**src/hdl/acir_pkg.sv**
```systemverilog
// ============================================================================
// IR frame serializer package
// Shared types, constants and the frame builder function.
// ============================================================================
`default_nettype none

package acir_pkg;

	// Frame geometry.
	localparam int FRAME_BYTES  = 13;
	localparam int TIMING_COUNT = 2 + 16 * FRAME_BYTES + 1;
	localparam int POS_W        = $clog2(TIMING_COUNT);
	localparam int DUR_W        = 16;
	localparam int TEMP_W       = 6;
	localparam int CFG_IDX_W    = 3;

	// Fixed frame bytes.
	localparam logic [7:0] PREAMBLE_BYTE = 8'hC3;
	localparam logic [7:0] TRAILER_BYTE  = 8'h1E;
	localparam logic [7:0] SWING_V_OFF   = 8'h07;
	localparam logic [7:0] SWING_H_OFF   = 8'hE0;
	localparam logic [7:0] POWER_ON      = 8'h20;
	localparam logic [7:0] TEMP_OFFSET   = 8'd8;

	// Reset values of the configuration registers.
	localparam logic [TEMP_W-1:0] TEMP_MIN_RST  = 6'd16;
	localparam logic [TEMP_W-1:0] TEMP_MAX_RST  = 6'd32;
	localparam logic [DUR_W-1:0]  LEAD_ON_RST   = 16'd9000;
	localparam logic [DUR_W-1:0]  LEAD_OFF_RST  = 16'd4500;
	localparam logic [DUR_W-1:0]  PULSE_ON_RST  = 16'd575;
	localparam logic [DUR_W-1:0]  GAP_ONE_RST   = 16'd1675;
	localparam logic [DUR_W-1:0]  GAP_ZERO_RST  = 16'd550;

	// Configuration register indexes.
	typedef enum logic [CFG_IDX_W-1:0] {
		CFG_TEMP_MIN = 3'd0,
		CFG_TEMP_MAX = 3'd1,
		CFG_LEAD_ON  = 3'd2,
		CFG_LEAD_OFF = 3'd3,
		CFG_PULSE_ON = 3'd4,
		CFG_GAP_ONE  = 3'd5,
		CFG_GAP_ZERO = 3'd6
	} cfg_idx_t;

	// Command carried with every input item.
	typedef enum logic {
		CMD_START = 1'b0,
		CMD_FETCH = 1'b1
	} cmd_t;

	// Mode and fan codes of the input fields.
	typedef enum logic [2:0] {
		MODE_OFF  = 3'd0,
		MODE_COOL = 3'd1,
		MODE_AUTO = 3'd2,
		MODE_DRY  = 3'd3,
		MODE_HEAT = 3'd4,
		MODE_FAN  = 3'd5
	} mode_t;

	typedef enum logic [2:0] {
		FAN_AUTO = 3'd0,
		FAN_LOW  = 3'd1,
		FAN_MED  = 3'd2,
		FAN_HIGH = 3'd3
	} fan_t;

	typedef logic [FRAME_BYTES-1:0][7:0] frame_t;

	// Settings of one start request.
	typedef struct packed {
		logic [2:0] mode;
		logic [2:0] fan;
		logic [7:0] temp;
		logic       swing_v;
		logic       swing_h;
		logic       power;
	} frame_req_t;

	// Timing configuration as seen by the sequencer.
	typedef struct packed {
		logic [DUR_W-1:0] lead_on;
		logic [DUR_W-1:0] lead_off;
		logic [DUR_W-1:0] pulse_on;
		logic [DUR_W-1:0] gap_one;
		logic [DUR_W-1:0] gap_zero;
	} timing_cfg_t;

	// Control from the sequencer to the byte chain.
	typedef struct packed {
		logic load;
		logic shift;
	} chain_ctrl_t;

	// One result item.
	typedef struct packed {
		logic [DUR_W-1:0] duration_us;
		logic             is_mark;
		logic             last;
		logic             status;
	} result_t;

	// Mode byte; unknown modes fall back to cool.
	function automatic logic [7:0] mode_code(input logic [2:0] mode);
		logic [7:0] code;
		unique case (mode)
			MODE_OFF:  code = 8'h00;
			MODE_COOL: code = 8'h20;
			MODE_AUTO: code = 8'h00;
			MODE_DRY:  code = 8'h40;
			MODE_HEAT: code = 8'h80;
			MODE_FAN:  code = 8'hC0;
			default:   code = 8'h20;
		endcase
		return code;
	endfunction

	// Fan byte; unknown speeds fall back to auto.
	function automatic logic [7:0] fan_code(input logic [2:0] fan);
		logic [7:0] code;
		unique case (fan)
			FAN_AUTO: code = 8'hA0;
			FAN_LOW:  code = 8'h60;
			FAN_MED:  code = 8'h40;
			FAN_HIGH: code = 8'h20;
			default:  code = 8'hA0;
		endcase
		return code;
	endfunction

	// Build the whole frame, checksum in the last byte.
	function automatic frame_t build_frame(input frame_req_t req,
			input logic [TEMP_W-1:0] tmin, input logic [TEMP_W-1:0] tmax);
		frame_t     f;
		logic [7:0] t;
		logic [7:0] t_off;
		logic [7:0] sum;
		t = req.temp;
		if (t < {2'b00, tmin})
			t = {2'b00, tmin};
		if (t > {2'b00, tmax})
			t = {2'b00, tmax};
		t_off = t - TEMP_OFFSET;
		f     = '0;
		f[0]  = PREAMBLE_BYTE;
		f[1]  = {t_off[4:0], 3'b000} | (req.swing_v ? 8'h00 : SWING_V_OFF);
		f[2]  = req.swing_h ? 8'h00 : SWING_H_OFF;
		f[4]  = fan_code(req.fan);
		f[6]  = mode_code(req.mode);
		f[9]  = req.power ? POWER_ON : 8'h00;
		f[11] = TRAILER_BYTE;
		sum   = '0;
		for (int i = 0; i < FRAME_BYTES - 1; i++)
			sum = sum + f[i];
		f[FRAME_BYTES-1] = sum;
		return f;
	endfunction

endpackage

`default_nettype wire

```
**src/hdl/acir_cell.sv**
```systemverilog
// ============================================================================
// Byte cell of the frame chain
// Holds one frame byte; loads it in parallel and shifts it out bit by bit.
// ============================================================================
`default_nettype none

module acir_cell (
	input  wire logic                 clk,
	input  wire acir_pkg::chain_ctrl_t ctrl,
	input  wire logic [7:0]           load_byte,
	input  wire logic                 shift_in,
	output logic                      shift_out
);
	import acir_pkg::*;

	logic [7:0] byte_q;

	// Load wins over shift; the upper neighbor feeds the top bit.
	always_ff @(posedge clk) begin
		if (ctrl.load) begin
			byte_q <= load_byte;
		end else if (ctrl.shift) begin
			byte_q <= {shift_in, byte_q[7:1]};
		end
	end

	assign shift_out = byte_q[0];

endmodule

`default_nettype wire

```
**src/hdl/acir_chain.sv**
```systemverilog
// ============================================================================
// Frame chain
// A row of byte cells; the lowest cell presents the next frame bit.
// ============================================================================
`default_nettype none

module acir_chain (
	input  wire logic                  clk,
	input  wire acir_pkg::chain_ctrl_t ctrl,
	input  wire acir_pkg::frame_t      frame,
	output logic                       cur_bit
);
	import acir_pkg::*;

	logic [FRAME_BYTES:0] link;

	// Zeros enter at the top end of the chain.
	assign link[FRAME_BYTES] = 1'b0;

	for (genvar i = 0; i < FRAME_BYTES; i++) begin : g_cell
		acir_cell u_cell (
			.clk       (clk),
			.ctrl      (ctrl),
			.load_byte (frame[i]),
			.shift_in  (link[i+1]),
			.shift_out (link[i])
		);
	end

	assign cur_bit = link[0];

endmodule

`default_nettype wire

```
**src/hdl/acir_seq.sv**
```systemverilog
// ============================================================================
// Timing sequencer
// Tracks the position in the frame and picks the timing for each fetch.
// ============================================================================
`default_nettype none

module acir_seq (
	input  wire logic                  clk,
	input  wire logic                  arst_n,
	input  wire logic                  accept,
	input  wire logic                  cmd,
	input  wire logic                  cur_bit,
	input  wire acir_pkg::timing_cfg_t tcfg,
	output acir_pkg::chain_ctrl_t      ctrl,
	output logic                       res_valid,
	output acir_pkg::result_t          res
);
	import acir_pkg::*;

	localparam logic [POS_W-1:0] POS_LAST = POS_W'(TIMING_COUNT - 1);

	logic [POS_W-1:0] pos_q;
	logic             active_q;
	logic             is_start;
	logic             is_fetch;
	logic             at_last;

	assign is_start = accept && (cmd == CMD_START);
	assign is_fetch = accept && (cmd == CMD_FETCH);
	assign at_last  = (pos_q == POS_LAST);

	// Choose the timing for the current position.
	always_comb begin
		res       = '0;
		ctrl      = '0;
		res_valid = is_fetch;
		ctrl.load = is_start;
		if (!active_q) begin
			res.status = 1'b1;
		end else if (pos_q == '0) begin
			res.duration_us = tcfg.lead_on;
			res.is_mark     = 1'b1;
		end else if (pos_q == POS_W'(1)) begin
			res.duration_us = tcfg.lead_off;
		end else if (at_last) begin
			res.duration_us = tcfg.pulse_on;
			res.is_mark     = 1'b1;
			res.last        = 1'b1;
		end else if (!pos_q[0]) begin
			res.duration_us = tcfg.pulse_on;
			res.is_mark     = 1'b1;
		end else begin
			res.duration_us = cur_bit ? tcfg.gap_one : tcfg.gap_zero;
			ctrl.shift      = is_fetch;
		end
	end

	// Position and frame activity.
	always_ff @(posedge clk or negedge arst_n) begin
		if (!arst_n) begin
			pos_q    <= '0;
			active_q <= 1'b0;
		end else if (is_start) begin
			pos_q    <= '0;
			active_q <= 1'b1;
		end else if (is_fetch && active_q) begin
			if (at_last) begin
				pos_q    <= '0;
				active_q <= 1'b0;
			end else begin
				pos_q <= pos_q + POS_W'(1);
			end
		end
	end

endmodule

`default_nettype wire

```
**src/hdl/ac_remote_ir_frame_serializer.sv**
```systemverilog
// ============================================================================
// IR remote frame serializer
// Builds an air-conditioner IR frame and streams its mark and space timings.
// ============================================================================
// The block takes one input transfer in every cycle while the skid register
// is empty. A start transfer (tuser 0) loads the 13-byte frame into a row of
// byte cells and gives no result; each fetch transfer (tuser 1) gives one
// timing result: header mark, header space, a mark and a space for each of
// the 104 frame bits least significant first, then a trailing mark with
// tlast set, 211 results per frame. The cells shift the frame one bit per
// data space, so the lowest cell always holds the next bit. A fetch with no
// frame active returns tuser 1 and zero data. Results leave through an
// output register backed by a skid register, so the input side keeps running
// into the skid register at the first output stall and then holds tready
// low until it drains. Configuration writes take effect on the next cycle.
`default_nettype none

module ac_remote_ir_frame_serializer (
	input  wire logic        clk,
	input  wire logic        arst_n,
	// Configuration write port.
	input  wire logic        cfg_we,
	input  wire logic [2:0]  cfg_index,
	input  wire logic [15:0] cfg_data,
	// Input stream.
	input  wire logic        s_tvalid,
	output logic             s_tready,
	input  wire logic [23:0] s_tdata,  // mode[2:0], fan[5:3], temp[13:6], swing_v[14],
	                                   // swing_h[15], power[16], zero fill[23:17]
	input  wire logic        s_tuser,  // cmd[0]
	// Output stream.
	output logic             m_tvalid,
	input  wire logic        m_tready,
	output logic [23:0]      m_tdata,  // duration_us[15:0], is_mark[16], zero fill[23:17]
	output logic             m_tuser,  // status[0]
	output logic             m_tlast
);
	import acir_pkg::*;

	logic [TEMP_W-1:0] temp_min_q;
	logic [TEMP_W-1:0] temp_max_q;
	timing_cfg_t       tcfg_q;
	frame_req_t        req;
	frame_t            frame;
	chain_ctrl_t       ctrl;
	logic              accept;
	logic              cur_bit;
	logic              res_valid;
	result_t           res;
	result_t           out_q;
	result_t           skid_q;
	logic              out_valid_q;
	logic              skid_valid_q;
	logic              out_free;

	// Configuration registers.
	always_ff @(posedge clk or negedge arst_n) begin
		if (!arst_n) begin
			temp_min_q      <= TEMP_MIN_RST;
			temp_max_q      <= TEMP_MAX_RST;
			tcfg_q.lead_on  <= LEAD_ON_RST;
			tcfg_q.lead_off <= LEAD_OFF_RST;
			tcfg_q.pulse_on <= PULSE_ON_RST;
			tcfg_q.gap_one  <= GAP_ONE_RST;
			tcfg_q.gap_zero <= GAP_ZERO_RST;
		end else if (cfg_we) begin
			unique case (cfg_index)
				CFG_TEMP_MIN: temp_min_q      <= cfg_data[TEMP_W-1:0];
				CFG_TEMP_MAX: temp_max_q      <= cfg_data[TEMP_W-1:0];
				CFG_LEAD_ON:  tcfg_q.lead_on  <= cfg_data;
				CFG_LEAD_OFF: tcfg_q.lead_off <= cfg_data;
				CFG_PULSE_ON: tcfg_q.pulse_on <= cfg_data;
				CFG_GAP_ONE:  tcfg_q.gap_one  <= cfg_data;
				CFG_GAP_ZERO: tcfg_q.gap_zero <= cfg_data;
				default: ;
			endcase
		end
	end

	// Unpack the input item and build the frame bytes.
	assign req.mode    = s_tdata[2:0];
	assign req.fan     = s_tdata[5:3];
	assign req.temp    = s_tdata[13:6];
	assign req.swing_v = s_tdata[14];
	assign req.swing_h = s_tdata[15];
	assign req.power   = s_tdata[16];
	assign frame       = build_frame(req, temp_min_q, temp_max_q);

	assign s_tready = !skid_valid_q;
	assign accept   = s_tvalid && s_tready;

	acir_seq u_seq (
		.clk       (clk),
		.arst_n    (arst_n),
		.accept    (accept),
		.cmd       (s_tuser),
		.cur_bit   (cur_bit),
		.tcfg      (tcfg_q),
		.ctrl      (ctrl),
		.res_valid (res_valid),
		.res       (res)
	);

	acir_chain u_chain (
		.clk     (clk),
		.ctrl    (ctrl),
		.frame   (frame),
		.cur_bit (cur_bit)
	);

	// Output register with a skid register behind it.
	assign out_free = !out_valid_q || m_tready;

	always_ff @(posedge clk or negedge arst_n) begin
		if (!arst_n) begin
			out_valid_q  <= 1'b0;
			skid_valid_q <= 1'b0;
		end else if (out_free) begin
			if (skid_valid_q) begin
				out_valid_q  <= 1'b1;
				skid_valid_q <= res_valid;
			end else begin
				out_valid_q <= res_valid;
			end
		end else if (res_valid) begin
			skid_valid_q <= 1'b1;
		end
	end

	always_ff @(posedge clk) begin
		if (out_free) begin
			if (skid_valid_q) begin
				out_q  <= skid_q;
				skid_q <= res;
			end else begin
				out_q <= res;
			end
		end else if (res_valid) begin
			skid_q <= res;
		end
	end

	assign m_tvalid = out_valid_q;
	assign m_tdata  = {7'd0, out_q.is_mark, out_q.duration_us};
	assign m_tuser  = out_q.status;
	assign m_tlast  = out_q.last;

endmodule

`default_nettype wire

```
**config.mk**
```make
export PLATFORM = sky130hd
export DESIGN_NAME = ac_remote_ir_frame_serializer
export DESIGN_NICKNAME = d
export VERILOG_FILES = /design/src/hdl/acir_pkg.sv /design/src/hdl/acir_cell.sv /design/src/hdl/acir_chain.sv /design/src/hdl/acir_seq.sv /design/src/hdl/ac_remote_ir_frame_serializer.sv
export SDC_FILE = /design/constraint.sdc
export NUM_CORES = 1
export LEC_CHECK = 0
export BUFFER_PORTS_ARGS = -buffer_cell sky130_fd_sc_hd__buf_4
export CAP_MARGIN = 20
export CORE_MARGIN = 1.5
export CORE_UTILIZATION = 50
export CTS_CLUSTER_DIAMETER = 120
export CTS_CLUSTER_SIZE = 16
export DETAILED_ROUTE_END_ITERATION = 10
export PLACE_DENSITY = 0.71
export SETUP_SLACK_MARGIN = 0.05
export SLEW_MARGIN = 15
export SYNTH_ARGS = -nofsm -noshare
export SYNTH_HDL_FRONTEND = slang
export SYNTH_HIERARCHICAL = 1
export SYNTH_SLANG_ARGS = --single-unit
export TNS_END_PERCENT = 50
```
**constraint.sdc**
```tcl
create_clock -name clk -period 6.9 [get_ports clk]
set_input_delay 0.345 -clock clk [delete_from_list [all_inputs] [get_ports clk]]
set_output_delay 0.345 -clock clk [all_outputs]
set_load 0.005 [all_outputs]
```
-- After elaboration in Yosys (flattened, before gate mapping)
Index checks and enable logic that the tools add are counted.
- logic and storage cells: 133
- input bits: 49
- bits in registers: 245
- output and inout bits: 28
- $lt $le $gt $ge: 2
- reduce and logical (&&, ||, !) cells: 24
- multiplexer cells: 49
- add/sub/neg operators: 8
- equality and inequality tests: 16
- bitwise logic cells: 2
- operators with widths (cell ; count):
    2-to-1 mux 8 bit ; 17
    2-to-1 mux 19 bit ; 4
    2-to-1 mux 16 bit ; 3
    2-to-1 mux 17 bit ; 2
    one-hot mux 8 bit (4 select lines) ; 1
    adder 8 bit ; 3
    one-hot mux 8 bit (3 select lines) ; 1
    equality test 3 x 2 -> 1 bit, second input constant ; 6
    2-to-1 mux 18 bit ; 1
    AND reduction 2 bit ; 9
    2-to-1 mux 1 bit ; 16
    equality test 3 bit, second input constant ; 5
    adder 8 x 1 -> 8 bit, second input constant ; 1
    adder 8 x 5 -> 8 bit, second input constant ; 1
    adder 8 x 6 -> 8 bit ; 1
    adder 8 bit, first input constant ; 1
    equality test 8 x 1 -> 1 bit, second input constant ; 1
    equality test 8 bit, second input constant ; 1
    greater-than comparator 8 x 6 -> 1 bit ; 1
    logical NOT 8 bit ; 1
    < comparator 8 x 6 -> 1 bit ; 1
    bitwise OR 8 x 3 -> 8 bit ; 1
    nonzero test 2 bit ; 4
    equality test 3 x 1 -> 1 bit, second input constant ; 2
    12 further kinds ; 17

-- Longest topological paths before layout
Gate-level depths: netlist of the first run.
- depth after elaboration: 13
- mapped depth: 24
- depth with buffers taken out: 24

-- Modules after synthesis
Netlist of the first run, hierarchy kept.
- modules (own cells, without submodules) (module ; cells each ; seq. area each (µm²) ; times used ; area an instance (µm²)):
    ac_remote_ir_frame_serializer ; 391 ; 3529.6 ; 1 ; 5793.1
    acir_cell ; 18 ; 240.2 ; 13 ; 377.9
    acir_seq ; 200 ; 225.2 ; 1 ; 1470.2
    acir_chain ; 1 ; 0.0 ; 1 ; 3.8

-- Worst setup path after synthesis of the first run
Ideal clock, no wire load.
- path kind: register to register
- start: reg temp_min_q[4]
- end: reg u_chain.g_cell[12].u_cell.byte_q[7], data pin
- arrival: 5.604 ns
- path slack: 1.036 ns
- path buffers: 0
- clock period less this slack: 5.864 ns
- setup time: 0.260 ns
- required time: 6.640 ns
- cell stages (with the launch flop): 21
- cells stage by stage: dfstp_2 inv_1 ha_1 a21o_1 a211o_1 a41oi_4 mux2_2 ha_1 nand4_1 or3_2 nand3_2 mux2_2 ha_1 fa_1 fa_1 nor2_1 xor2_1 xnor2_1 xnor2_1 xnor2_1 mux2_4
- RTL lines (element ; RTL line ; source):
    start: declaration ; ac_remote_ir_frame_serializer.sv:40 ; logic [TEMP_W-1:0] temp_min_q;
    start signal: assignment ; ac_remote_ir_frame_serializer.sv:68 ; CFG_TEMP_MIN: temp_min_q <= cfg_data[TEMP_W-1:0];
    end signal: assignment ; acir_cell.sv:21 ; byte_q <= load_byte;
    end signal: assignment ; acir_cell.sv:23 ; byte_q <= {shift_in, byte_q[7:1]};
    end: declaration ; acir_cell.sv:16 ; logic [7:0] byte_q;

==> results of run 1 <==
## repair_timing
action | in CTS | in global routing
hold endpoints to repair | 27 | 0
resized for setup | 0 | 0
hold buffers | 1 | 0
setup endpoints to repair | 0 | 0
## cell families after synthesis
logic type               count (synthesis)
adder cells (fa/ha/maj)                 25
AND/OR/NAND/NOR                        125
multiplexers                           232
flip-flops                             245
buffers and inverters                   77
XOR/XNOR                                19
other                                    3
AO/OA/AOI/OAI                          100
## state kept, by name, indices dropped and copies added, names as in the netlist
| name | flops |
|---|---|
| u_chain/g_cell.u_cell/byte_q | 104 |
| tcfg_q | 80 |
| skid_q | 19 |
| m_tdata | 17 |
| u_seq/pos_q | 8 |
| temp_max_q | 6 |
| temp_min_q | 6 |
| m_tlast | 1 |
| m_tuser | 1 |
| m_tvalid | 1 |
| skid_valid_q | 1 |
| u_seq/active_q | 1 |
## synth_stat cells, drive strengths merged, types with 16 or more instances
library cell / count / share of area (%)
nand2: 59 / 1.8
clkbuf: 18 / 0.55
dfrtp: 74 / 15
mux2: 211 / 23
xnor2: 16 / 1.2
o21ai: 30 / 1.3
buf: 32 / 2.2
a21o: 16 / 0.99
edfxtp: 142 / 35
a21oi: 24 / 0.99
inv: 27 / 0.83
dfstp: 29 / 6.3
mux2i: 21 / 1.8
ha: 21 / 2.2
## metrics by stage
step	std cells	hold slack, ns	cell area (µm²)	total power [mW]	util [%]
floorplan	911	0.04941	12500	2.738	-
global placement	1250	0.3394	13110	3.006	55.35
detailed placement	1250	0.3483	13110	3.033	55.35
CTS	1284	0.1023	13660	4.065	57.67
global route	1284	0.1133	13660	4.233	57.67
finish	1285	0.1251	13660	4.020	57.68
## layout make-up
type / count / area share [%]
sequential: 245 / 50.35
clock inverter: 1 / 0.1191
clock buffer: 32 / 3.838
multi-input combinational: 589 / 38.06
antenna: 1 / 0.01832
timing repair buffer: 71 / 3.920
inverter: 27 / 0.7785
tap: 319 / 2.922
## report_power, final
group	internal, mW	leakage [nW]	total, mW	switching (mW)
Clock	0.522	0.256	1.01	0.486
Combinational	0.522	2.85	1.01	0.483
Sequential	1.89	2.56	2.01	0.115
## per-layer routing
| layer | vias up | track usage (%) |
|---|---|---|
| li1 | 3178 | - |
| met3 | 27 | 2.501 |
| met4 | 0 | 4.074 |
| met5 | - | 0 |
| met1 | 3410 | 25.43 |
| met2 | 131 | 28.64 |
## critical path, cell delays in order (launching register included)
cell and delay (ns):
dfstp_2 0.56, inv_1 0.05, ha_1 0.32, a21o_1 0.19, a211o_1 0.31, a41oi_4 0.33, mux2_2 0.40, ha_1 0.32
nand4_1 0.10, or3_2 0.43, nand3_2 0.18, mux2_2 0.39, ha_1 0.31, fa_1 0.52, fa_1 0.53, nor2_1 0.15
xor2_1 0.19, xnor2_1 0.16, xnor2_1 0.11, xnor2_1 0.13, mux2_4 0.26
## worst max path at each step
stage | startpoint | end | cells after the start
6_report | temp_min_q[4] | u_chain/g_cell[12].u_cell/byte_q[7] | 20
5_1_grt | temp_min_q[4] | u_chain/g_cell[12].u_cell/byte_q[7] | 20
3_5_place_dp | temp_min_q[4] | u_chain/g_cell[12].u_cell/byte_q[7] | 20
3_3_place_gp | temp_min_q[4] | u_chain/g_cell[12].u_cell/byte_q[7] | 20
4_1_cts | temp_min_q[4] | u_chain/g_cell[12].u_cell/byte_q[7] | 20
2_1_floorplan | temp_min_q[4] | u_chain/g_cell[12].u_cell/byte_q[7] | 20
==> results.md, run 1 <==
* Status: finished, final reports clean
* IO Pins at 77
* WHS Path Cells at 2
* Post-DR wirelength/cell at 17.22 µm
* Number of fill cells in the layout at 1991
* Mapped Cells at about 830
* Worst r2r dst: u_chain/g_cell[12].u_cell/byte_q[7]
* Nets at 1026
* Clock Sinks at 245
* Die area at 25300 µm²
* DRC Markers at 0
* Commonest non-fill, non-tap cell in the layout: edfxtp_1
* First-pass GRT wire length at 36430 µm
* Die X-Extent at around 160 µm
* Final Wtd Congestion at about 0.77
* Reg-to-Reg Start: temp_min_q[4]
* Slew HR at 27.32%
* Async SR Flop Fraction at 42.04%
* Reg2Reg Setup Slack at ~0.71 ns
* Post-route ant nets at 0
* Synth Flop Type: edfxtp_1
* Slew Limit Fails at 0
* Pwr Density at 294.3 nW/µm²
* Commonest cells after routing, fill and taps aside: edfxtp_1, mux2_2, mux2_4
* Leak at 5.660 nW
* Syn avg cell area at 14.74 µm²
* Post-Synth XOR/XNOR Area at under 10%
* Initial antenna violation count at 1
* Min Tclk post-route at 6.187 ns
* Top Metal Used: met4
* Multi-input logic area at about 5200 µm²
* Gr usage total at between 15 and 20%
* Arrival @ worst endpoint at between 6 and 7 ns
* Via/cell ratio at around 5.2
* Sequential area share after synthesis at 56.47%
* Simple-Gate Fraction of Synth Area at about 5.2%
* Synthesis-to-layout area growth at 12.16%
* Met1 wire length at around 11000 µm
* Post-DP HPWL at about 14000 µm
* Core Rows at 56
* Post-synthesis cell type count at 60
* Register area at 6878 µm²
* Fmax achieved at 0.1616 GHz
* Met3 wire length at 944 µm
* Largest net degree at the start of global routing at 70
* Post-Syn Area at 12180 µm²
* Tightest Hold Check Type: in -> reg
* Number of global-route vias before repair at 6715
* Core Area at between 20000 and 25000 µm²
* Proportion of layout cells with a drive suffix above 1 at 36.79%
* Mux cell area share after synthesis at 24.47%
* Reg2reg path depth at 20
* RSZ-0062 raised after global routing: false
* Post-synthesis compound-gate area fraction at 6.051%
* Synthesis Warnings at 6
* Reg clk slew, reported paths at 0.07 ns
* Worst-Margin Slew at approximately 1.1 ns
* Adder-Cell Fraction of Synth Area at 2.733%
* Startpoint Class: register
* Dpl ws at 0.6953 ns
* WL met2 at 10250 µm
* Peak VDD IR at 0.0001640 V
* Worst Setup Path Type: reg -> reg
* CTS root buf: clkbuf_16
* Final hold vios at 0
* DR iter-0 viols at 387
* CP max FO at 8
* Num CTS Buffers at 19
* Setup-failing EPs final at 0
* Final period util at about nine tenths
* H-tree levels at 1
* Clk buf depth at 3
* Clk Latency, worst-skew pair at 0.49 ns
* TritonRoute pass-1 iters at 5
* CP Capture Type: register
* Combinational family with the most area after synthesis: multiplexers
* Synthesized flop and latch total at 245
* # port buffers at 62
* Required @ worst endpoint at 7.14 ns
* Die height at 159.1 µm
* Setup_tns at 0 ns
* Routed WL at 22130 µm
* Final setup margin at 0.7135 ns
* Hold_sp: cfg_data[7]
* Initial core utilization at approximately half
* Overflow after GRT at 0
* # Post-CTS Setup Buffers at 0
* TritonCTS clock tree: done
* WHS Endpoint: tcfg_q[71]
* DR vias at 6746
* Post-synth EDFFs at 142
* Max Cap Viol at 0
* Fin Clk Skew at 0.01388 ns
Power figures use the tool's default switching activity.
==> run 2: changes to the inputs <==
CTS_BUF_LIST = sky130_fd_sc_hd__clkbuf_8   (was default)
MAX_ROUTING_LAYER = met4   (was default)
==> run 2 against run 1 <==
  * Sequential power about the same
  * Design area shrank 1.6%
  * Worst hold slack worse by 0.039 ns
  * Die area did not move
  * Non-clock buffer count unchanged
  * Highest routed layer unchanged
  * Combinational power barely moved
==> results.md, run 2 (synthesized netlist as in run 1, its figures left out) <==
* Startpoint Class: register
* Clock Sinks at 245 (unchanged)
* WHS Endpoint: temp_max_q[5]
* Fin Clk Skew at 0.02006 ns (+0.006182 ns)
* Clk buf depth at 3 (unchanged)
* Final period util at 89.78% (+0.12 points)
* Worst Setup Path Type: reg -> reg
* Via/cell ratio at 5.188 (-1.2%)
* Multi-input logic area at 5199 µm² (unchanged)
* Placed cell count at 1250 (unchanged)
* Register area at 6878 µm² (unchanged)
* Setup-failing EPs final at 0 (unchanged)
* Reg clk slew, reported paths at 0.10 ns (+0.03 ns)
* Commonest non-fill, non-tap cell in the layout: edfxtp_1
* Critical-path cell list: inv_1 > ha_1 > a21o_1 > a211o_1 > a41oi_4 > mux2_2 > ha_1 > nand4_1 > or3_2 > nand3_2 > mux2_2 > ha_1 > fa_1 > fa_1 > nor2_1 > xor2_1 > xnor2_1 > xnor2_1 > xnor2_1 > mux2_4
* Commonest cells after routing, fill and taps aside: edfxtp_1, mux2_2, mux2_4
* Setup_tns at 0 ns (unchanged)
* Post-DP HPWL at 13890 µm (unchanged)
* Die height at 159.1 µm (unchanged)
* DR vias at 6667 (-1.2%)
* CTS root buf: clkbuf_8
* Core Area at 23680 µm² (unchanged)
* Final Wtd Congestion at 0.7824 (+1.4%)
* Number of fill cells in the layout at 2019 (+1.4%)
* Clk Latency, worst-skew pair at 0.52 ns (+0.03 ns)
* TritonCTS clock tree: done
* Largest register FFs at 104 (unchanged)
* Die X-Extent at 159.1 µm (unchanged)
* WHS Path Cells at 3 (+1)
* CP max FO at 8 (unchanged)
* Status: finished, final reports clean
* Slew Limit Fails at 0 (unchanged)
* Reg-to-Reg Start: temp_min_q[4]
* Reg2reg path depth at 20 (unchanged)
* Routed WL at 21910 µm (-0.99%)
* Pwr Density at 276.8 nW/µm² (-5.9%)
* Initial antenna violation count at 1 (unchanged)
* Synthesis-to-layout area growth at 10.41%
* First-pass GRT wire length at 36000 µm (-1.2%)
* Post-route ant nets at 0 (unchanged)
* Biggest register: u_chain/g_cell.u_cell/byte_q
* Hold_ws at 0.08626 ns (-0.03889 ns)
* # port buffers at 62 (unchanged)
* Largest regs: u_chain/g_cell.u_cell/byte_q x104, tcfg_q x80, skid_q x19
* Dpl ws at 0.6953 ns (unchanged)
* Hold_sp: cfg_data[5]
* H-tree levels at 1 (unchanged)
* Leak at 5.617 nW (-0.77%)
* Max Cap Viol at 0 (unchanged)
* Critical Path Max Stage Delay at 0.57 ns (about the same)
* Post-DR wirelength/cell at 17.05 µm (-0.99%)
* CP Capture Type: register
* CTS resizes at 0 (unchanged)
* Peak VDD IR at 0.0001546 V (-5.7%)
* Reg2Reg Setup Slack at 0.71 ns (about the same)
* Num CTS Buffers at 19 (unchanged)
* Final hold vios at 0 (unchanged)
* DR iter-0 viols at 382 (-1.3%)
* Core Rows at 56 (unchanged)
* Required @ worst endpoint at 7.18 ns (+0.04 ns)
* Number of global-route vias before repair at 6634 (-1.2%)
* Gr usage total at 18.03% (+0.31 points)
* RSZ-0062 raised after global routing: false
* Slowest cell on the critical path: dfstp_2
* Slew HR at 26.70% (-0.62 points)
* Initial core utilization at 51.43% (unchanged)
* TritonRoute pass-1 iters at 4 (-1)
* DRC Markers at 0 (unchanged)
* Final setup margin at 0.7055 ns (-0.008007 ns)
* Die area at 25300 µm² (unchanged)
* Proportion of layout cells with a drive suffix above 1 at 36.79% (unchanged)
* IO Pins at 77 (unchanged)
* Worst-Margin Slew at 1.100 ns (+0.009273 ns)
* Arrival @ worst endpoint at 6.48 ns (+0.05 ns)
* Worst r2r dst: u_chain/g_cell[12].u_cell/byte_q[7]
* Nets at 1026 (unchanged)
* Non-Filler Instances at 1285 (unchanged)
* Tightest Hold Check Type: in -> reg
* Min Tclk post-route at 6.195 ns (+0.008007 ns)
* Overflow after GRT at 0 (unchanged)
* Fmax achieved at 0.1614 GHz (-0.13%)
* Largest net degree at the start of global routing at 70 (unchanged)
-- run 2: layer usage --
layer	wire length (µm)	track usage, %	share of wire [%]	up-vias
met5	0	-	0	-
met2	10110	28.29	46	111
li1	-	-	-	3172
met3	857	2.501	3.9	30
met1	10570	25.16	48	3354
met4	377	3.774	1.7	0
-- run 2: cell type report --
type	instances	area share (%)
Tap cell	319	2.968
Clock buffer	19	1.945
Timing Repair Buffer	71	3.983
Sequential cell	245	51.15
Antenna cell	1	0.01861
Inverter	27	0.7909
Clock inverter	14	0.4839
Multi-Input combinational cell	589	38.66
-- run 2: critical path: cells and delay by family, from the launching register on --
family | cells | cell delay (ns)
adders and majority gates | 5 | 2.00
muxes | 3 | 1.05
and+or+nand+nor | 4 | 0.86
AOI/OAI and AO/OA | 3 | 0.83
xor gates and xnor gates | 4 | 0.59
DFF | 1 | 0.57
buffers and inverters | 1 | 0.05
-- run 2: worst max-delay path by stage --
stage	start	end	slack [ns]
after floorplan	temp_min_q[4]	u_chain/g_cell[12].u_cell/byte_q[7]	1.04
after global placement	temp_min_q[4]	u_chain/g_cell[12].u_cell/byte_q[7]	0.78
after detailed placement	temp_min_q[4]	u_chain/g_cell[12].u_cell/byte_q[7]	0.70
after CTS	temp_min_q[4]	u_chain/g_cell[12].u_cell/byte_q[7]	0.68
after global routing	temp_min_q[4]	u_chain/g_cell[12].u_cell/byte_q[7]	0.45
final	temp_min_q[4]	u_chain/g_cell[12].u_cell/byte_q[7]	0.71
-- run 2: repair_timing --
| action | in CTS | in global routing |
|---|---|---|
| setup buffers | 0 | 0 |
| hold endpoints to repair | 27 | 0 |
| hold buffers | 1 | 0 |
-- run 2: power by group --
group,internal [mW],switching [mW]
registers,1.89,0.114
clock network,0.263,0.455
logic,0.521,0.478
total,2.67,1.05
-- run 2: stage by stage --
step                power (mW)  instance area (µm²)  utilization (%)
floorplan                2.738                12500                -
global placement         3.006                13110            55.35
detailed placement       3.033                13110            55.35
CTS                      3.768                13440            56.77
global route             3.936                13450            56.78
finish                   3.722                13450            56.78
